[src/sv/nwdl_pkg.sv]
// shared types, register codes and constant-divide helpers for the monitor
// no dependencies; used by every module of the block
package nwdl_pkg;

  localparam int unsigned CfgIdxW = 3;
  localparam int unsigned CfgDataW = 16;

  typedef enum logic [CfgIdxW-1:0] {
    CfgNearLimit  = 3'd0,
    CfgDwell      = 3'd1,
    CfgBreakLimit = 3'd2,
    CfgLuxAdequate = 3'd3,
    CfgLuxGood    = 3'd4
  } cfg_idx_e;

  localparam logic [15:0] NearLimitRst   = 16'd300;
  localparam logic [15:0] DwellRst       = 16'd300;
  localparam logic [15:0] BreakLimitRst  = 16'd1000;
  localparam logic [15:0] LuxAdequateRst = 16'd300;
  localparam logic [15:0] LuxGoodRst     = 16'd500;

  localparam logic [1:0] LightLow      = 2'd0;
  localparam logic [1:0] LightAdequate = 2'd1;
  localparam logic [1:0] LightGood     = 2'd2;

  localparam logic [7:0] DoseMax = 8'd255;

  // reciprocals for the constant divides
  localparam logic [16:0] BlueRecip = 17'd67109;       // 2^26 / 1000, rounded up
  localparam logic [21:0] PctRecip  = 22'd3289700;     // 100 * (2^23 / 255, rounded up)
  localparam logic [31:0] MinRecip  = 32'h8888_8889;   // 2^35 / 15, rounded up

  typedef struct packed {
    logic [15:0] distance;
    logic [15:0] lux;
    logic [15:0] blue_power;
    logic [31:0] now_seconds;
  } in_t;

  typedef struct packed {
    logic [1:0]  light_quality;
    logic [7:0]  dose;
    logic [6:0]  dose_percent;
    logic        near_active;
    logic [26:0] near_minutes;
  } out_t;

  // what the first stage hands to the result stage
  typedef struct packed {
    logic [1:0]  light_quality;
    logic [7:0]  dose;
    logic        near_active;
    logic        recalc;
    logic [31:0] elapsed;
  } stage_t;

  // blue_power / 1000
  function automatic logic [6:0] blue_to_dose(input logic [15:0] b);
    logic [32:0] p;
    p = 33'(b) * 33'(BlueRecip);
    return p[32:26];
  endfunction

  // dose * 100 / 255
  function automatic logic [6:0] dose_to_pct(input logic [7:0] d);
    logic [29:0] p;
    p = 30'(d) * 30'(PctRecip);
    return p[29:23];
  endfunction

  // seconds / 60, done as (seconds / 4) / 15
  function automatic logic [26:0] secs_to_min(input logic [31:0] s);
    logic [61:0] p;
    p = 62'(s[31:2]) * 62'(MinRecip);
    return p[61:35];
  endfunction

endpackage

[src/sv/nwdl_out_stage.sv]
// result stage: minute and percentage conversion plus the output register
// depends on nwdl_pkg
module nwdl_out_stage (
  input  logic            clk_i,
  input  logic            rst_ni,
  input  logic            s1_valid_i,
  input  nwdl_pkg::stage_t s1_i,
  output logic            adv_o,
  output logic            out_valid_o,
  input  logic            out_ready_i,
  output nwdl_pkg::out_t  out_o
);

  logic           out_valid_q;
  nwdl_pkg::out_t out_q, out_d;

  assign adv_o = !out_valid_q || out_ready_i;

  always_comb begin
    out_d.light_quality = s1_i.light_quality;
    out_d.dose          = s1_i.dose;
    out_d.dose_percent  = nwdl_pkg::dose_to_pct(s1_i.dose);
    out_d.near_active   = s1_i.near_active;
    // minutes hold their last value unless this request refreshed them
    out_d.near_minutes  = s1_i.recalc ? nwdl_pkg::secs_to_min(s1_i.elapsed)
                                      : out_q.near_minutes;
  end

  always_ff @(posedge clk_i or negedge rst_ni) begin
    if (!rst_ni) begin
      out_valid_q <= 1'b0;
      out_q       <= '0;
    end else if (adv_o) begin
      out_valid_q <= s1_valid_i;
      if (s1_valid_i) begin
        out_q <= out_d;
      end
    end
  end

  assign out_valid_o = out_valid_q;
  assign out_o       = out_q;

endmodule

[src/sv/near_work_dwell_and_light_monitor.sv]
// a taken request is registered in stage one and then in the output register of the
// result stage, which drives out_o
// throughput: one request per cycle; a held result stalls both stages, two requests deep
// reset (rst_ni low, asynchronous): registers go to their defaults, dose,
// timers and session state clear, both pipeline stages empty
// the feedback path (dose, arm and session state) closes within stage one
module near_work_dwell_and_light_monitor (
  input  logic                            clk_i,
  input  logic                            rst_ni,
  input  logic                            in_valid_i,
  output logic                            in_ready_o,
  input  nwdl_pkg::in_t                   in_i,
  output logic                            out_valid_o,
  input  logic                            out_ready_i,
  output nwdl_pkg::out_t                  out_o,
  input  logic                            cfg_valid_i,
  output logic                            cfg_ready_o,
  input  logic [nwdl_pkg::CfgIdxW-1:0]    cfg_index_i,
  input  logic [nwdl_pkg::CfgDataW-1:0]   cfg_data_i
);

  // ---------------------------------------------------------------
  // configuration registers, always writable
  // ---------------------------------------------------------------
  logic [15:0] near_limit_q, dwell_q, break_limit_q, lux_adequate_q, lux_good_q;

  assign cfg_ready_o = 1'b1;

  always_ff @(posedge clk_i or negedge rst_ni) begin
    if (!rst_ni) begin
      near_limit_q   <= nwdl_pkg::NearLimitRst;
      dwell_q        <= nwdl_pkg::DwellRst;
      break_limit_q  <= nwdl_pkg::BreakLimitRst;
      lux_adequate_q <= nwdl_pkg::LuxAdequateRst;
      lux_good_q     <= nwdl_pkg::LuxGoodRst;
    end else if (cfg_valid_i) begin
      // indexes past the list are dropped
      unique case (cfg_index_i)
        nwdl_pkg::CfgNearLimit:   near_limit_q   <= cfg_data_i;
        nwdl_pkg::CfgDwell:       dwell_q        <= cfg_data_i;
        nwdl_pkg::CfgBreakLimit:  break_limit_q  <= cfg_data_i;
        nwdl_pkg::CfgLuxAdequate: lux_adequate_q <= cfg_data_i;
        nwdl_pkg::CfgLuxGood:     lux_good_q     <= cfg_data_i;
        default: ;
      endcase
    end
  end

  // ---------------------------------------------------------------
  // flow control: stage one moves when empty or when the result
  // stage takes its contents
  // ---------------------------------------------------------------
  logic s1_valid_q;
  logic out_adv;
  logic in_acc;

  assign in_ready_o = !s1_valid_q || out_adv;
  assign in_acc     = in_valid_i && in_ready_o;

  // ---------------------------------------------------------------
  // tracking state
  // ---------------------------------------------------------------
  logic        armed_q, armed_d;
  logic [31:0] close_since_q, close_since_d;
  logic        session_on_q, session_on_d;
  logic [31:0] session_start_q, session_start_d;
  logic [7:0]  dose_total_q, dose_total_d;

  // per-request decisions
  logic        is_close;
  logic        is_far;
  logic [31:0] close_elapsed;
  logic        dwell_met;
  logic        starting;
  logic [8:0]  dose_sum;
  logic [1:0]  quality;
  nwdl_pkg::stage_t s1_q, s1_d;

  always_comb begin
    // light grading: adequate test first, so a good limit set below the
    // adequate limit still leaves the gap graded as low
    if (in_i.lux < lux_adequate_q) begin
      quality = nwdl_pkg::LightLow;
    end else if (in_i.lux < lux_good_q) begin
      quality = nwdl_pkg::LightAdequate;
    end else begin
      quality = nwdl_pkg::LightGood;
    end

    // saturating dose, widened by a bit so the add cannot wrap
    dose_sum     = {1'b0, dose_total_q} + 9'(nwdl_pkg::blue_to_dose(in_i.blue_power));
    dose_total_d = (dose_sum > 9'(nwdl_pkg::DoseMax)) ? nwdl_pkg::DoseMax : dose_sum[7:0];

    // a zero distance is no reading, never close
    is_close      = (in_i.distance != 16'd0) && (in_i.distance < near_limit_q);
    is_far        = in_i.distance > break_limit_q;
    // elapsed times are modulo 2^32, a backwards clock reads as long
    close_elapsed = in_i.now_seconds - close_since_q;
    // the first close sample only arms, so the dwell test needs armed
    dwell_met     = armed_q && (close_elapsed > 32'(dwell_q));
    starting      = is_close && dwell_met && !session_on_q;

    armed_d         = is_close;
    close_since_d   = (is_close && !armed_q) ? in_i.now_seconds : close_since_q;
    session_start_d = starting ? in_i.now_seconds : session_start_q;
    if (is_close) begin
      session_on_d = session_on_q || dwell_met;
    end else begin
      // only a far reading ends a session, a middle distance keeps it
      session_on_d = session_on_q && !is_far;
    end

    s1_d.light_quality = quality;
    s1_d.dose          = dose_total_d;
    s1_d.near_active   = session_on_d;
    // minutes refresh on every close sample past the dwell
    s1_d.recalc        = is_close && dwell_met;
    s1_d.elapsed       = starting ? 32'd0 : (in_i.now_seconds - session_start_q);
  end

  always_ff @(posedge clk_i or negedge rst_ni) begin
    if (!rst_ni) begin
      armed_q         <= 1'b0;
      close_since_q   <= '0;
      session_on_q    <= 1'b0;
      session_start_q <= '0;
      dose_total_q    <= '0;
    end else if (in_acc) begin
      armed_q         <= armed_d;
      close_since_q   <= close_since_d;
      session_on_q    <= session_on_d;
      session_start_q <= session_start_d;
      dose_total_q    <= dose_total_d;
    end
  end

  // stage one register
  always_ff @(posedge clk_i or negedge rst_ni) begin
    if (!rst_ni) begin
      s1_valid_q <= 1'b0;
    end else if (in_ready_o) begin
      s1_valid_q <= in_valid_i;
    end
  end

  always_ff @(posedge clk_i) begin
    if (in_acc) begin
      s1_q <= s1_d;
    end
  end

  // ---------------------------------------------------------------
  // result stage: divide-by-60 and percentage, then output register
  // ---------------------------------------------------------------
  nwdl_out_stage u_out_stage (
    .clk_i       (clk_i),
    .rst_ni      (rst_ni),
    .s1_valid_i  (s1_valid_q),
    .s1_i        (s1_q),
    .adv_o       (out_adv),
    .out_valid_o (out_valid_o),
    .out_ready_i (out_ready_i),
    .out_o       (out_o)
  );

endmodule

[config.mk]
export PLATFORM = sky130hd
export DESIGN_NAME = near_work_dwell_and_light_monitor
export DESIGN_NICKNAME = d
export VERILOG_FILES = /design/src/sv/nwdl_pkg.sv /design/src/sv/nwdl_out_stage.sv /design/src/sv/near_work_dwell_and_light_monitor.sv
export SDC_FILE = /design/constraint.sdc
export NUM_CORES = 1
export LEC_CHECK = 0
export BUFFER_PORTS_ARGS = -buffer_cell sky130_fd_sc_hd__buf_2
export CELL_PAD_IN_SITES_DETAIL_PLACEMENT = 1
export CELL_PAD_IN_SITES_GLOBAL_PLACEMENT = 2
export CORE_ASPECT_RATIO = 0.6
export CORE_MARGIN = 3
export CORE_UTILIZATION = 37
export DETAILED_ROUTE_END_ITERATION = 10
export PLACE_DENSITY = 0.85
export SLEW_MARGIN = 20
export SYNTH_ARGS = -nofsm -noshare
export SYNTH_HDL_FRONTEND = slang
export SYNTH_SLANG_ARGS = --single-unit
[constraint.sdc]
create_clock -name clk_i -period 5.8 [get_ports clk_i]
set_clock_uncertainty 0.05 [all_clocks]
set_input_delay 0.58 -clock clk_i [delete_from_list [all_inputs] [get_ports clk_i]]
set_output_delay 0.58 -clock clk_i [all_outputs]
set_load 0.03 [all_outputs]
==> flow_summary.yaml, run 1 <==
grt:
  grt_pass1_vias: 22500
  grt_start_max_net_pins: 90
  grt_remaining_overflow: 0
  antenna_found_initial: 6
  grt_pass1_wl_um: 128000
  grt.total_usage: 0.220
placed_design:
  place_ws_ns: -0.959
  port-buffer-count: 150
  place_area_sq_um: 29800
  hpwl_um: 66800
  gp_congestion: 0.935
cells_and_area:
  fin_area_sq_um: 31600
  drive_gt1_frac: 0.236
  area_growth_pct: 21.2
  fin_nets: 3847
yosys:
  synth_flop_cell: "dfrtp_1"
  ys_seq_area_frac: 0.242
  syn-cell-area_sq_um: 26100
  synth_top_area_share: 0.278
  yosys-top-cells-area: "ha_1, dfrtp_1, fa_1"
  avgSynthCellArea_sq_um: 10.0
  synth_edf_count: 42
  synth_nets: 3459
  synth_cell_type_count: 75
  synth_top_cell_by_area: "ha_1"
  ys_warn_count: 0
  syn_inst: 2601
  synth.ff_latch_count: 243
  async_reset_ff_frac: 0.827
route:
  drcViolationCount: 0
  final_antenna_net_count: 0
  wl_per_cell_um: 20.5
  dr.pass1.iters: 4
  drtIter0Drc: 961
  drt-total-wl_um: 80400
  viasPerCell: 5.23
  via_count: 20500
cts:
  htreeDepth: 1
  cts_tree: "done"
  cts_buffers: 29
  cts_num_sinks: 243
  insertion_delay_ns: 0.62
  cts_buffer_depth: 3
  clock_tree.root_cell: "clkbuf_16"
  cts.clk_slew.worst_paths_ns: 0.06
die:
  die_w_um: 349
  start_util: 0.379
  fp.dieArea_sq_um: 73800
  core_area_sq_um: 68900
  die_height_um: 212
  fp-row-count: 74
  boundaryPins: 152
outcome:
  violations: "setup timing"
  status: "finished, violations left"
worst_setup_path:
  path_class: "flip-flop to flip-flop"
  endpoint_kind: "flip-flop"
  arrival_ns: 6.86
  path_max_fanout: 4
  worst_ep_required_time_ns: 6.27
  worstSetupStartpointType: "flip-flop"
timing:
  holdWs_ns: 0.129
  slew_headroom: 0.428
  period_share: 1.10
  slew_violations: 0
  fin_crit_ns: 6.40
  setup_viol: 40
  fmax_ghz: 0.156
  finalHoldViolCount: 0
  worstMarginPinSlew_ns: 0.857
  final.setup.worst_slack_ns: -0.597
  rsz0062_at_grt: "true"
min_path:
  hp-class: "primary input to flip-flop"
job:
  maxCapViolCount: 0
==> cells in the mapped netlist (21+ instances only) <==
cell and instances:
mux2_2 61, nor2b_1 31, nor3_1 27, a21o_1 69
dfstp_2 24, nand4_1 27, clkbuf_1 43, xor2_1 34
nand3_1 32, xnor2_1 40, ha_1 579, nand2b_1 26
mux2_4 30, fa_1 175, a21oi_1 106, nand2_1 168
a31oi_1 21, o21ai_0 151, edfxtp_1 42, dfrtp_1 177
nor2_1 79, inv_1 435
==> what timing repair did <==
action	in CTS	in global routing
gates resized for setup	52	77
hold endpoints to repair	72	0
hold buffers	1	0
endpoints found under the setup margin	44	99
setup buffers	17	15
pin swaps	61	50
==> routing by layer <==
metal,vias up,share of wire,GRT usage
li1,9732,-,-
met4,2,0.015,0.0357
met2,373,0.41,0.325
met1,10400,0.51,0.332
met5,-,0.00014,0
met3,66,0.061,0.0491
==> cells in the final DEF, fill, tap and decap left out, drive strengths merged, types with 7 or more instances in the layout <==
cell    count
a311oi      7
nand2     168
nor2b      31
mux2       92
o31ai      15
nor3       27
dfstp      24
xnor2      40
or3         8
o211ai     14
ha        579
clkbuf     41
a211oi     19
nor2       79
buf       404
a21o       69
dfrtp     177
fa        175
o21ai     155
nor4       14
and3       12
o21a       20
o21bai     10
and2       11
nand4      28
xor2       34
nand3      32
edfxtp     42
a21oi     106
a31oi      21
nand2b     26
inv       439
==> area by class of cell <==
cell class                 instances  area [sq um]
clock buffer                      41           831
tap                              912          1140
clock inverter                    13           169
antenna                            2          5.00
sequential                       243          6320
fill                            7770         37300
timing repair buffer             405          2750
inverter                         436          1640
multi-input combinational       1874         18800
==> cell families after synthesis <==
family                     count (synthesis)  share of synthesized area
buffers and inverters                    484                     0.0707
adders and majority gates                754                      0.412
and+or+nand+nor                          456                     0.0843
other                                      1                   0.000144
AOI/OAI and AO/OA                        491                      0.119
DFF                                      243                      0.242
muxes                                     98                     0.0463
xor gates and xnor gates                  74                     0.0248
==> path summary, 6_finish.rpt <==
| kind | startpoint | endpoint | slack (ns) | cells after the start |
|---|---|---|---|---|
| worst min-delay path | in_valid_i | s1_valid_q$_DFFE_PN0N_ | 0.13 | 2 |
| worst max-delay path | s1_q[28]$_SDFFCE_PP0P_ | u_out_stage.out_o[24]$_DFFE_PN0P_ | -0.60 | 25 |
| min in group asynchronous | rst_ni | lux_good_q[3]$_DFFE_PN0P_ | 0.50 | 2 |
| max in group asynchronous | rst_ni | session_start_q[27]$_DFFE_PN0P_ | 3.79 | 3 |
| worst min register to register | u_out_stage.out_o[38]$_DFFE_PN0P_ | u_out_stage.out_o[38]$_DFFE_PN0P_ | 0.42 | 2 |
| worst max register to register | s1_q[28]$_SDFFCE_PP0P_ | u_out_stage.out_o[24]$_DFFE_PN0P_ | -0.60 | 25 |
==> sequential cells by signal, summed over array words and instances, names as in the netlist <==
| name | count |
|---|---|
| u_out_stage.out_o | 45 |
| dose_total_q | 8 |
| s1_valid_q | 1 |
| lux_good_q | 16 |
| break_limit_q | 16 |
| lux_adequate_q | 16 |
| dwell_q | 16 |
| u_out_stage.out_valid_o | 1 |
| close_since_q | 32 |
| armed_q | 1 |
| session_on_q | 1 |
| s1_q | 42 |
| near_limit_q | 16 |
| session_start_q | 32 |
==> critical path: stages, from the launching register on <==
cell	delay (ns)
edfxtp_1	0.46
ha_1	0.33
inv_2	0.04
fa_1	0.49
inv_1	0.05
fa_1	0.49
inv_1	0.05
fa_1	0.35
inv_1	0.09
fa_1	0.46
fa_2	0.59
ha_4	0.22
ha_4	0.29
nand2_2	0.10
nor4_4	0.32
nand2_1	0.13
nor4_2	0.17
o31ai_2	0.14
a21oi_2	0.22
buf_4	0.16
o211ai_1	0.08
buf_4	0.18
a211oi_4	0.31
o21ai_2	0.13
nor3b_4	0.17
o31ai_2	0.23
==> through the flow <==
stage                     TNS (ns)  utilization  cells
after global routing        -23.84        0.459   3926
final                       -11.90        0.459   3926
after global placement      -19.86        0.432   3842
after detailed placement    -31.97        0.432   3842
after floorplan              -5.78            -   2601
after CTS                   -13.60        0.452   3913
Power of run 1 is left out: the tool's default activity adds up to more than one toggle a clock period on the data nets, which glitch-free logic cannot reach.
==> run 2: changes to the inputs <==
Settings changed: CORE_UTILIZATION 37 to 25, MAX_ROUTING_LAYER from default to met4, PLACE_DENSITY 0.85 to 0.61.
Clock period 5.8 ns to 6.6 ns, I/O delays scaled along.
==> flow_summary.yaml, run 2 (synthesized netlist as in run 1, its figures left out) <==
die:
  core_area_sq_um: 103000
  fp-row-count: 91
  die_height_um: 256
  start_util: 0.253
  fp.dieArea_sq_um: 108000
  die_w_um: 423
  boundaryPins: 152
cts:
  cts_buffer_depth: 3
  htreeDepth: 1
  cts_tree: "done"
  cts.clk_slew.worst_paths_ns: 0.06
  clock_tree.root_cell: "clkbuf_16"
  insertion_delay_ns: 0.62
  cts_buffers: 31
  cts_num_sinks: 243
route:
  dr.pass1.iters: 5
  viasPerCell: 4.55
  drt-total-wl_um: 81700
  dr.max_layer_used: "met4"
  drcViolationCount: 0
  final_antenna_net_count: 0
  via_count: 19800
  wl_met2_um: 33000
  met3_length_um: 3610
  wl_per_cell_um: 18.7
  drtIter0Drc: 969
  m1WireLength_um: 44000
worst_setup_path:
  crit_path_top_delay_cell: "fa_1"
  rrSetupSlack_ns: -0.13
  worstReg2RegStart: "s1_q[18]$_SDFFCE_PP0P_"
  ff2ff_path_depth: 25
  critical_path.max_stage_delay_ns: 0.60
  worst_ep_required_time_ns: 7.07
  critPathCapture: "u_out_stage.out_o[26]$_DFFE_PN0P_"
  reg2reg_to: "u_out_stage.out_o[26]$_DFFE_PN0P_"
  path_class: "flip-flop to flip-flop"
  path_max_fanout: 4
  endpoint_kind: "flip-flop"
  cp-startpoint: "s1_q[18]$_SDFFCE_PP0P_"
  arrival_ns: 7.19
  worstSetupStartpointType: "flip-flop"
grt:
  grt_pass1_vias: 21800
  grt_pass1_wl_um: 130000
  grt_start_max_net_pins: 72
  grt.total_usage: 0.156
  grt_remaining_overflow: 0
  antenna_found_initial: 18
outcome:
  status: "finished, violations left"
  violations: "setup timing"
cells_and_area:
  largest_reg_flops: 45
  final_cell_mix: "ha_1, inv_1, buf_4"
  fillers: 11800
  final_common_cell: "ha_1"
  fin_nets: 3787
  drive_gt1_frac: 0.202
  finalNonFillerCells: 4361
  area_growth_pct: 20.7
timing:
  slew_violations: 0
  final.setup.worst_slack_ns: -0.125
  fmax_ghz: 0.149
  setup_viol: 6
  worstMarginPinSlew_ns: 0.958
  slew_headroom: 0.360
  fin_crit_ns: 6.73
  finalHoldViolCount: 0
  period_share: 1.02
  rsz0062_at_grt: "true"
placed_design:
  hpwl_um: 68800
  placedCellCount: 4280
  place_ws_ns: -0.586
  gp_congestion: 0.890
  port-buffer-count: 150
min_path:
  hp-class: "primary input to flip-flop"
job:
  maxCapViolCount: 0
[run 2: cell types whose count changed in the layout (fill, tap and decap cells not counted), sizes merged]
cell    delta
buf       -62
bufinv     -3
clkbuf     +8
diode     +10
inv        -1
[run 2: cell type report]
type	instances	area (sq um)	area share
Multi-Input combinational cell	1874	18400	0.586
Inverter	436	1640	0.0520
Timing Repair Buffer	343	2250	0.0715
Tap cell	1395	1750	0.0554
Antenna cell	12	30.0	0.000954
Clock inverter	9	70.1	0.00223
Sequential cell	243	6320	0.201
Clock buffer	49	986	0.0313
[run 2: metrics by stage]
stage	util	instance area, sq um	setup TNS (ns)	hold WS, ns
floorplan	-	26100	0	0.314
global placement	0.289	29800	-12.52	0.400
detailed placement	0.289	29800	-14.40	0.409
CTS	0.302	31100	-0.0962	0.137
global route	0.305	31500	-5.21	0.154
finish	0.305	31500	-0.355	0.197
[run 2: timing repair]
item                                    CTS  global route
endpoints found under the hold margin    56             0
gates resized for setup                  32            59
hold buffers                              1             0
buffers inserted                          5             6
pin swaps                                26            44
endpoints found under the setup margin   22            39
[run 2: critical path: cells and delay by family (launching register included)]
| kind | cells | cell delay, ns |
|---|---|---|
| DFF | 1 | 0.37 |
| buffers and inverters | 6 | 0.72 |
| adders and majority gates | 8 | 3.19 |
| and+or+nand+nor | 5 | 0.99 |
| AOI/OAI and AO/OA | 6 | 1.32 |
[run 2: layer usage]
metal / vias up / track usage
met4: 0 / 0.0156
met2: 279 / 0.221
met3: 63 / 0.0251
met1: 9863 / 0.238
met5: - / -
li1: 9641 / -
[run 2: how the worst min path moves through the flow]
stage / start / cells after the start / end / slack, ns
final: in_valid_i / 2 / s1_valid_q$_DFFE_PN0N_ / 0.20
after global routing: in_valid_i / 2 / s1_valid_q$_DFFE_PN0N_ / 0.15
after CTS: in_valid_i / 2 / s1_valid_q$_DFFE_PN0N_ / 0.14
after detailed placement: u_out_stage.out_o[2]$_DFFE_PN0P_ / 2 / u_out_stage.out_o[2]$_DFFE_PN0P_ / 0.41
after global placement: u_out_stage.out_o[2]$_DFFE_PN0P_ / 2 / u_out_stage.out_o[2]$_DFFE_PN0P_ / 0.40
after floorplan: rst_ni / 0 / armed_q$_DFFE_PN0P_ / 0.31
Power of run 2 is left out for the same reason.
==> run 3: changes to the inputs <==
Settings changed: MAX_ROUTING_LAYER met4 to default.
==> flow_summary.yaml, run 3 (synthesized netlist as in run 1, its figures left out) <==
die:
  die_height_um: 256
  die_w_um: 423
  core_area_sq_um: 103000
  start_util: 0.253
  fp.dieArea_sq_um: 108000
  fp-row-count: 91
  boundaryPins: 152
cts:
  cts.clk_slew.worst_paths_ns: 0.08
  cts_tree: "done"
  clock_tree.root_cell: "clkbuf_16"
  cts_buffer_depth: 3
  cts_num_sinks: 243
  cts_buffers: 31
  htreeDepth: 1
  insertion_delay_ns: 0.61
route:
  drcViolationCount: 0
  viasPerCell: 4.54
  drtIter0Drc: 873
  via_count: 19800
  drt-total-wl_um: 80500
  dr.pass1.iters: 5
  final_antenna_net_count: 0
  wl_per_cell_um: 18.5
job:
  maxCapViolCount: 0
outcome:
  status: "finished, violations left"
  violations: "setup timing"
timing:
  worstMarginPinSlew_ns: 0.992
  slew_violations: 0
  fin_crit_ns: 6.62
  finalHoldViolCount: 0
  slew_headroom: 0.333
  setup_viol: 1
  final.setup.worst_slack_ns: -0.0166
  fmax_ghz: 0.151
  rsz0062_at_grt: "true"
  period_share: 1.00
worst_setup_path:
  worstReg2RegStart: "s1_q[31]$_SDFFCE_PP0P_"
  arrival_ns: 7.09
  path_class: "flip-flop to flip-flop"
  worst_ep_required_time_ns: 7.08
  path_max_fanout: 4
  rrSetupSlack_ns: -0.02
  endpoint_kind: "flip-flop"
  reg2reg_to: "u_out_stage.out_o[26]$_DFFE_PN0P_"
  worstSetupStartpointType: "flip-flop"
  ff2ff_path_depth: 24
cells_and_area:
  area_growth_pct: 20.6
  fin_nets: 3786
  final_common_cell: "ha_1"
  finalNonFillerCells: 4358
  largest_reg_flops: 45
  fillers: 11800
  final_cell_mix: "ha_1, inv_1, buf_4"
  drive_gt1_frac: 0.199
grt:
  grt_remaining_overflow: 0
  antenna_found_initial: 20
  grt_start_max_net_pins: 149
  grt_pass1_wl_um: 128000
  grt.total_usage: 0.148
  grt_pass1_vias: 21700
min_path:
  min-delay-start: "in_valid_i"
  whs_endpoint: "s1_valid_q$_DFFE_PN0N_"
  min_path_cells: 2
  hp-class: "primary input to flip-flop"
placed_design:
  placedCellCount: 4277
  gp_congestion: 0.900
  port-buffer-count: 150
  hpwl_um: 67900
-- run 3: cell count changes in the layout (fill, tap and decap cells not counted), sizes merged --
cell      previous run  this run
buf                342       341
clkbuf              49        45
clkinvlp             1         2
diode               12        10
inv                438       439
bufinv               0         1
clkinv               6         7
-- run 3: per-stage QoR --
step	setup WS (ns)	setup TNS (ns)	area [sq um]	hold slack [ns]	util
2_1_floorplan	0.0155	0	26100	0.314	-
3_3_place_gp	-0.597	-13.70	29800	0.401	0.289
3_5_place_dp	-0.644	-15.80	29800	0.405	0.289
4_1_cts	-0.0294	-0.0294	31200	0.151	0.302
5_1_grt	-0.372	-4.26	31400	0.194	0.305
6_report	-0.0166	-0.0166	31500	0.208	0.305
-- run 3: critical path, stage by stage, from the launching register on --
cell      delay (ns)
edfxtp_1        0.47
ha_1            0.31
inv_1           0.04
fa_1            0.48
inv_1           0.05
fa_1            0.49
inv_1           0.05
fa_1            0.49
inv_2           0.04
fa_2            0.53
fa_1            0.46
ha_4            0.24
ha_4            0.26
nand4_1         0.19
nor4_4          0.39
nand2_2         0.12
nor4_4          0.32
o31ai_4         0.15
a21oi_4         0.26
o211ai_1        0.25
a211oi_1        0.28
buf_4           0.16
o2111a_1        0.19
nor4_1          0.06
o31ai_1         0.18
-- run 3: repair_timing --
item	CTS	global route
hold buffers	1	0
hold endpoints to repair	43	0
setup buffers	5	8
pin swaps	35	46
gates resized for setup	40	35
setup endpoints to repair	28	38
-- run 3: worst max path at each step --
stage	start	end	slack (ns)	cells past startpoint
after CTS	s1_q[31]$_SDFFCE_PP0P_	u_out_stage.out_o[26]$_DFFE_PN0P_	-0.03	25
after global routing	s1_q[31]$_SDFFCE_PP0P_	u_out_stage.out_o[26]$_DFFE_PN0P_	-0.37	24
after detailed placement	in_i[33]	s1_q[38]$_DFFE_PP_	-0.64	26
after global placement	in_i[45]	s1_q[36]$_DFFE_PP_	-0.60	29
after floorplan	in_i[45]	s1_q[36]$_DFFE_PP_	0.02	27
final	s1_q[31]$_SDFFCE_PP0P_	u_out_stage.out_o[26]$_DFFE_PN0P_	-0.02	24
-- run 3: area by class of cell --
cell class              count  area, sq um  share of cell area
diodes                     10         25.0            0.000796
clock buffers              45          941              0.0299
clock inverters            13          118             0.00374
inverters                 436         1640              0.0520
multi-input cells        1874        18400               0.585
flip-flops and latches    243         6320               0.201
well taps                1395         1750              0.0555
repair buffers            342         2260              0.0718
-- run 3: layer usage --
layer / global-route usage / wire (um) / vias to the layer above / share of wire
met5: 0 / 44 / - / 0.00055
met4: 0.0199 / 1050 / 6 / 0.013
met3: 0.0287 / 3340 / 78 / 0.041
met2: 0.214 / 31900 / 242 / 0.40
met1: 0.231 / 44200 / 9835 / 0.55
li1: - / - / 9634 / -
Power of run 3 is left out for the same reason.
